## config.mk

```make
export PLATFORM = sky130hd
export DESIGN_NAME = mcc_step
export DESIGN_NICKNAME = d
export VERILOG_FILES = /design/src/design/mcc_pkg.sv /design/src/design/mcc_step.sv
export SDC_FILE = /design/constraint.sdc
export NUM_CORES = 1
export LEC_CHECK = 0
export BUFFER_PORTS_ARGS = -buffer_cell sky130_fd_sc_hd__buf_2
export CAP_MARGIN = 15
export CORE_AREA = 5 5 227 229
export DETAILED_ROUTE_END_ITERATION = 12
export DIE_AREA = 0 0 232 234
export PLACE_DENSITY = 0.37
export SLEW_MARGIN = 25
export SYNTH_ARGS = -nofsm -noshare
export SYNTH_HDL_FRONTEND = slang
export SYNTH_SLANG_ARGS = --single-unit
```

## constraint.sdc

```tcl
create_clock -name vclk -period 5.13
set_clock_uncertainty 0.15 [all_clocks]
set_input_delay 1.026 -clock vclk [all_inputs]
set_output_delay 1.026 -clock vclk [all_outputs]
set_load 0.02 [all_outputs]
```

## src/design/mcc_pkg.sv

```systemverilog
// Shared types, constants and helper functions for the multicycle CPU core.
`default_nettype none

package mcc_pkg;

  // Machine sizing
  localparam int MEM_DEPTH  = 256;
  localparam int DATA_BASE  = 128;
  localparam int NUM_REGS   = 8;
  localparam int WORD_WIDTH = 16;

  localparam int MEM_AW    = $clog2(MEM_DEPTH);
  localparam int RF_AW     = $clog2(NUM_REGS);
  localparam int DATA_SPAN = (DATA_BASE < MEM_DEPTH) ? (MEM_DEPTH - DATA_BASE) : 0;

  // Fixed field widths of the stream items
  localparam int PC_W     = 8;
  localparam int FIELD_W  = 16;
  localparam int CNT_W    = 32;
  localparam int PLEN_W   = 8;
  localparam int MODE_W   = 2;
  localparam int FSM_W    = 4;
  localparam int CLASS_W  = 3;
  localparam int ADDR_W   = 8;
  localparam int S_DATA_W = 24;
  localparam int M_DATA_W = 144;
  localparam int M_USER_W = 5;

  typedef logic [WORD_WIDTH-1:0] word_t;

  // Control states
  typedef enum logic [FSM_W-1:0] {
    S_FETCH  = 4'd0,
    S_DECODE = 4'd1,
    S_EXEC   = 4'd2,
    S_WRITE  = 4'd3,
    S_MADDR  = 4'd4,
    S_MREAD  = 4'd5,
    S_MWB    = 4'd6,
    S_MWRITE = 4'd7,
    S_BRANCH = 4'd8,
    S_JUMP   = 4'd9
  } fsm_t;

  // Item kinds
  typedef enum logic [MODE_W-1:0] {
    MODE_TICK   = 2'd0,
    MODE_MEM_WR = 2'd1,
    MODE_MEM_RD = 2'd2,
    MODE_REG_RD = 2'd3
  } mode_t;

  // Opcodes
  localparam logic [3:0] OP_RTYPE = 4'd0;
  localparam logic [3:0] OP_JUMP  = 4'd2;
  localparam logic [3:0] OP_ADDI  = 4'd4;
  localparam logic [3:0] OP_BEQ   = 4'd8;
  localparam logic [3:0] OP_LW    = 4'd11;
  localparam logic [3:0] OP_SW    = 4'd15;

  // R-type function codes
  localparam logic [2:0] FN_ADD = 3'd0;
  localparam logic [2:0] FN_SUB = 3'd2;
  localparam logic [2:0] FN_AND = 3'd4;
  localparam logic [2:0] FN_OR  = 3'd5;

  // Completed instruction classes
  localparam logic [CLASS_W-1:0] CLS_RTYPE   = 3'd0;
  localparam logic [CLASS_W-1:0] CLS_ADDI    = 3'd1;
  localparam logic [CLASS_W-1:0] CLS_BEQ     = 3'd2;
  localparam logic [CLASS_W-1:0] CLS_LW      = 3'd3;
  localparam logic [CLASS_W-1:0] CLS_SW      = 3'd4;
  localparam logic [CLASS_W-1:0] CLS_JUMP    = 3'd5;
  localparam logic [CLASS_W-1:0] CLS_INVALID = 3'd6;

  // Architectural registers apart from the register file and memory
  typedef struct packed {
    logic [PC_W-1:0]  pc;
    word_t            ir;
    word_t            a;
    word_t            b;
    word_t            alu;
    word_t            mdr;
    fsm_t             fsm;
    logic [CNT_W-1:0] cyc;
    logic [CNT_W-1:0] icnt;
  } arch_t;

  localparam arch_t ARCH_RESET = '{
    pc:   '0,
    ir:   '0,
    a:    '0,
    b:    '0,
    alu:  '0,
    mdr:  '0,
    fsm:  S_FETCH,
    cyc:  '0,
    icnt: '0
  };

  typedef struct packed {
    mode_t             mode;
    logic [ADDR_W-1:0] addr;
    logic [FIELD_W-1:0] data;
  } item_t;

  typedef struct packed {
    logic              we;
    logic [MEM_AW-1:0] addr;
    word_t             data;
  } mem_wr_t;

  typedef struct packed {
    logic             we;
    logic [RF_AW-1:0] idx;
    word_t            data;
  } rf_wr_t;

  typedef struct packed {
    logic                halted;
    logic [PC_W-1:0]     pc;
    logic [FSM_W-1:0]    fsm;
    logic [FIELD_W-1:0]  ir;
    logic [FIELD_W-1:0]  alu;
    logic [FIELD_W-1:0]  mdr;
    logic [CNT_W-1:0]    cyc;
    logic [CNT_W-1:0]    icnt;
    logic                completed;
    logic [CLASS_W-1:0]  cls;
    logic [FIELD_W-1:0]  read_data;
  } result_t;

  typedef struct packed {
    logic              ok;
    logic [MEM_AW-1:0] idx;
  } data_loc_t;

  // Map a data offset to a memory index above the data base
  function automatic data_loc_t data_loc(word_t off);
    data_loc_t r;
    r.ok  = (DATA_SPAN > 0) && !off[WORD_WIDTH-1] && (off < word_t'(DATA_SPAN));
    r.idx = MEM_AW'(DATA_BASE) + off[MEM_AW-1:0];
    return r;
  endfunction

  // Instruction class for the completion report
  function automatic logic [CLASS_W-1:0] class_of(logic [3:0] op);
    logic [CLASS_W-1:0] c;
    case (op)
      OP_RTYPE: c = CLS_RTYPE;
      OP_ADDI:  c = CLS_ADDI;
      OP_BEQ:   c = CLS_BEQ;
      OP_LW:    c = CLS_LW;
      OP_SW:    c = CLS_SW;
      OP_JUMP:  c = CLS_JUMP;
      default:  c = CLS_INVALID;
    endcase
    return c;
  endfunction

endpackage

`default_nettype wire

```

## src/design/mcc_step.sv

```systemverilog
// Next-state logic of the processor for one item: control FSM, ALU and host access.
`default_nettype none

module mcc_step (
  input  wire mcc_pkg::arch_t             cur,
  input  wire mcc_pkg::item_t             item,
  input  wire logic [mcc_pkg::PLEN_W-1:0] plen,
  input  wire mcc_pkg::word_t             mem_word,
  input  wire mcc_pkg::word_t             rf_a,
  input  wire mcc_pkg::word_t             rf_b,
  output mcc_pkg::arch_t                  nxt,
  output mcc_pkg::mem_wr_t                mem_wr,
  output mcc_pkg::rf_wr_t                 rf_wr,
  output mcc_pkg::result_t                res
);

  always_comb begin
    logic [3:0]               op;
    logic [2:0]               rt;
    logic [2:0]               rd;
    logic [2:0]               funct;
    mcc_pkg::word_t           imm;
    mcc_pkg::data_loc_t       loc;
    mcc_pkg::fsm_t            fsm_n;
    logic                     run;

    op    = cur.ir[15:12];
    rt    = cur.ir[8:6];
    rd    = cur.ir[5:3];
    funct = cur.ir[2:0];
    imm   = {{(mcc_pkg::WORD_WIDTH-6){cur.ir[5]}}, cur.ir[5:0]};
    loc   = mcc_pkg::data_loc(cur.alu);
    fsm_n = mcc_pkg::S_FETCH;
    run   = 1'b0;

    nxt    = cur;
    mem_wr = '0;
    rf_wr  = '0;
    res    = '0;

    // Decode the item kind
    unique case (item.mode)
      mcc_pkg::MODE_TICK: begin
        if (cur.fsm == mcc_pkg::S_FETCH && cur.pc >= plen) begin
          res.halted = 1'b1;
        end else begin
          run = 1'b1;
        end
      end
      mcc_pkg::MODE_MEM_WR: begin
        if (int'(item.addr) < mcc_pkg::MEM_DEPTH) begin
          mem_wr.we   = 1'b1;
          mem_wr.addr = item.addr[mcc_pkg::MEM_AW-1:0];
          mem_wr.data = mcc_pkg::word_t'(item.data);
        end
      end
      mcc_pkg::MODE_MEM_RD: res.read_data = mem_word[mcc_pkg::FIELD_W-1:0];
      mcc_pkg::MODE_REG_RD: res.read_data = rf_a[mcc_pkg::FIELD_W-1:0];
    endcase

    // Advance the control machine by one state
    if (run) begin
      unique case (cur.fsm)
        mcc_pkg::S_FETCH: begin
          nxt.ir  = mem_word;
          nxt.alu = mcc_pkg::word_t'(cur.pc) + mcc_pkg::word_t'(1);
          nxt.pc  = cur.pc + 8'd1;
          fsm_n   = mcc_pkg::S_DECODE;
        end
        mcc_pkg::S_DECODE: begin
          nxt.a   = rf_a;
          nxt.b   = rf_b;
          nxt.alu = mcc_pkg::word_t'(cur.pc) + imm;
          if (op == mcc_pkg::OP_RTYPE || op == mcc_pkg::OP_ADDI) begin
            fsm_n = mcc_pkg::S_EXEC;
          end else if (op == mcc_pkg::OP_LW || op == mcc_pkg::OP_SW) begin
            fsm_n = mcc_pkg::S_MADDR;
          end else if (op == mcc_pkg::OP_BEQ) begin
            fsm_n = mcc_pkg::S_BRANCH;
          end else if (op == mcc_pkg::OP_JUMP) begin
            fsm_n = mcc_pkg::S_JUMP;
          end else begin
            fsm_n = mcc_pkg::S_FETCH;
          end
        end
        mcc_pkg::S_EXEC: begin
          if (op == mcc_pkg::OP_RTYPE) begin
            unique case (funct)
              mcc_pkg::FN_ADD: nxt.alu = cur.a + cur.b;
              mcc_pkg::FN_SUB: nxt.alu = cur.a - cur.b;
              mcc_pkg::FN_AND: nxt.alu = cur.a & cur.b;
              mcc_pkg::FN_OR:  nxt.alu = cur.a | cur.b;
              default:         nxt.alu = '0;
            endcase
          end else if (op == mcc_pkg::OP_ADDI) begin
            nxt.alu = cur.a + imm;
          end else begin
            nxt.alu = '0;
          end
          fsm_n = mcc_pkg::S_WRITE;
        end
        mcc_pkg::S_WRITE: begin
          rf_wr.we   = 1'b1;
          rf_wr.idx  = (op == mcc_pkg::OP_RTYPE) ? rd : rt;
          rf_wr.data = cur.alu;
        end
        mcc_pkg::S_MADDR: begin
          nxt.alu = cur.a + imm;
          fsm_n   = (op == mcc_pkg::OP_LW) ? mcc_pkg::S_MREAD : mcc_pkg::S_MWRITE;
        end
        mcc_pkg::S_MREAD: begin
          if (loc.ok) begin
            nxt.mdr = mem_word;
          end
          fsm_n = mcc_pkg::S_MWB;
        end
        mcc_pkg::S_MWB: begin
          rf_wr.we   = 1'b1;
          rf_wr.idx  = rt;
          rf_wr.data = cur.mdr;
        end
        mcc_pkg::S_MWRITE: begin
          if (loc.ok) begin
            mem_wr.we   = 1'b1;
            mem_wr.addr = loc.idx;
            mem_wr.data = cur.b;
          end
        end
        mcc_pkg::S_BRANCH: begin
          if (cur.a == cur.b) begin
            nxt.pc = cur.alu[mcc_pkg::PC_W-1:0];
          end
        end
        mcc_pkg::S_JUMP: nxt.pc = cur.ir[mcc_pkg::PC_W-1:0];
        default:         fsm_n = mcc_pkg::S_FETCH;
      endcase

      nxt.fsm = fsm_n;
      nxt.cyc = cur.cyc + 32'd1;
      // Count a finished instruction on the return to fetch
      if (fsm_n == mcc_pkg::S_FETCH && cur.fsm != mcc_pkg::S_FETCH) begin
        nxt.icnt      = cur.icnt + 32'd1;
        res.completed = 1'b1;
        res.cls       = mcc_pkg::class_of(op);
      end
    end

    // Report the state after this item
    res.pc   = nxt.pc;
    res.fsm  = nxt.fsm;
    res.ir   = nxt.ir[mcc_pkg::FIELD_W-1:0];
    res.alu  = nxt.alu[mcc_pkg::FIELD_W-1:0];
    res.mdr  = nxt.mdr[mcc_pkg::FIELD_W-1:0];
    res.cyc  = nxt.cyc;
    res.icnt = nxt.icnt;
  end

endmodule

`default_nettype wire

```

==> flow_metrics.tcl <==
set metrics [dict create \
    synth_top_area_cell "ha_1" \
    crit_fanout 6 \
    netlist_area_sq_um 8280 \
    ant_nets 0 \
    grt_usage_pct 18.4 \
    hold_path_end "res[35]" \
    fp.dieArea_sq_um 54300 \
    antenna_found_initial 10 \
    grt_max_degree 35 \
    ctsHoldBuffers 0 \
    io_pins 584 \
    met2_length_microns 26100 \
    drt_iter0_markers 504 \
    arrival_ns 3.92 \
    globalRouteOverflowTotal 0 \
    crit_path_top_delay_cell "nor4_1" \
    stdcell_count 2382 \
    post_drt_wl_per_cell_microns 22.8 \
    placedCellCount 2379 \
    wl_met1_microns 22900 \
    hold_ws_ns 2.21 \
    slew_headroom_pct 50.0 \
    rsz0062_at_grt "no" \
    syn2layout_area_growth_pct 44.7 \
    synth_top_area_share_pct 13.0 \
    fin_nets 2039 \
    seq_area_sq_um 0 \
    grt_first_pass_wirelength_microns 74700 \
    crit_buf_inv 8 \
    grt_pass1_vias 10900 \
    syn_inst 1206 \
    setup_viol 0 \
    nFlopsAndLatches 0 \
    cp_common_cell "buf_4" \
    met3_wirelength_microns 3210 \
    synth_fp_nets 1534 \
    gp_congestion 0.928 \
    power_density_nw_per_um2 101 \
    max_stage_delay_ns 0.41 \
    worstPathCellList "buf_2 > inv_1 > buf_4 > ha_1 > nor4_1 > buf_4 > nand3_1 > nor4_4 > buf_4 > and3_1 > buf_4 > a222oi_1 > o21ai_0 > buf_4 > buf_2" \
    critPathLaunchType "input port" \
    nClkBuffers 0 \
    critPathKind "input port to primary output" \
    die_h_microns 234 \
    worstMarginPinSlew_ns 0.745 \
    vias 10800 \
    drc_errors 0 \
    synth.area.top_cells "ha_1 (13%), buf_4 (11%), mux2_2 (8.7%)" \
    highest_layer "met5" \
    post-route-period-util_pct 99.4 \
    drtPass1Iterations 8 \
    max_freq_mhz 196 \
    maxCapViolations 0 \
    p_leak_nw 6.04 \
    hold_viol 0 \
    period_minus_slack_ns 5.10 \
    via_per_inst 4.52 \
    outcome "complete, no violations" \
    hold_depth 3 \
    synth.distinct_cells 68 \
    placementRows 82 \
    core_area_sq_um 49500 \
    synthTopCellsByCount "buf_4 (125), nor2_1 (120), ha_1 (86), nand2_1 (84), inv_1 (75)" \
    crit_path_end_kind "primary output" \
    fillCellCount 5690 \
    yosysSeqAreaShare_pct 0 \
    dp.final_hpwl_microns 48200 \
    drive_gt1_share_pct 47.0 \
    synth_warnings 0 \
    syn_avg_cell_area_sq_um 6.87 \
    die_w_microns 232 \
    ir_drop_mv 0.0379 \
    hp-start "cur[15]" \
    critical_path.top_delay_family "buffers and inverters" \
    initial_core_util_pct 16.7 \
    cp.required_ns 3.95 \
    drv_slew 0 \
    worstHoldPathType "input port to primary output" \
    wl_microns 54300 \
    synth_most_common_cell "buf_4" \
    port_buffers 584 \
]
==> per-stage QoR <==
stage | TNS (ns) | power, mW | utilization [%] | area [sq um] | setup slack [ns]
6_report | 0 | 1.21 | 24.2 | 12000 | 0.0293
5_1_grt | 0 | 1.31 | 24.2 | 12000 | 0.000301
4_1_cts | -0.178 | 1.20 | 23.8 | 11800 | -0.0283
3_5_place_dp | -3.70 | 1.20 | 23.7 | 11700 | -0.298
3_3_place_gp | -3.30 | 1.20 | 23.7 | 11700 | -0.301
2_1_floorplan | 0 | 0.722 | - | 8280 | 0.103
==> layout by cell type (no fill, tap or decap), types with 5 or more instances in the layout <==
cell type / instances
buf_2: 573
nor2_1: 114
buf_4: 108
ha_1: 85
nand2_1: 83
inv_1: 74
mux2_2: 64
a21oi_1: 56
o21ai_0: 52
xnor2_1: 51
xor2_1: 40
nand3_1: 36
a22oi_1: 26
nor2b_1: 25
a22o_1: 24
mux2i_1: 23
nor3_1: 22
a21o_1: 18
and3_1: 16
a211oi_1: 13
nand4_1: 13
nand2b_1: 10
a221oi_1: 9
o22ai_1: 8
a31oi_1: 8
nor4_1: 7
o211ai_1: 7
o21a_1: 6
or2_2: 6
o31ai_1: 6
and2_1: 6
o21bai_1: 6
o31a_1: 5
buf_12: 5
==> power by group <==
| part | switching, mW | total, mW | internal [mW] |
|---|---|---|---|
| Clock | 0 | 0.0000000128 | 0.0000000128 |
| Combinational | 0.764 | 1.21 | 0.449 |
| Sequential | 0 | 0 | 0 |
==> logic make-up (layout without fill, tap and decap cells) <==
kind of cell | Yosys count | after routing | synth area share, %
buffers and inverters | 260 | 763 | 17.6
xor gates and xnor gates | 95 | 95 | 10.0
other | 0 | 1 | 0
muxes | 87 | 87 | 11.5
adders and majority gates | 90 | 90 | 14.0
AOI/OAI and AO/OA | 300 | 300 | 25.2
and+or+nand+nor | 374 | 374 | 21.7
==> how the worst max path moves through the flow <==
stage,startpoint,to,depth (start not counted)
floorplan,cur[148],res[46],12
global route,cur[116],res[112],14
global placement,cur[117],nxt[99],12
CTS,cur[148],nxt[21],12
finish,cur[116],nxt[149],15
detailed placement,cur[117],nxt[99],12
==> layout make-up <==
class,instances,area [sq um],area share [%]
well taps,672,841,7.02
repair buffers,687,3790,31.6
diodes,1,2.50,0.0209
multi-input cells,946,7070,59.0
inverters,76,285,2.38
==> metal layers <==
layer	global-route usage (%)	vias up
met3	2.86	72
met4	5.61	10
met2	32.4	455
met5	0	-
met1	23.2	5044
li1	-	5188
==> timing repair <==
item | 4_1_cts | 5_1_grt
setup buffers | 0 | 2
pin swaps | 0 | 11
setup endpoints to repair | 32 | 109
gates resized for setup | 10 | 46
(Power assumes the default switching activity.)
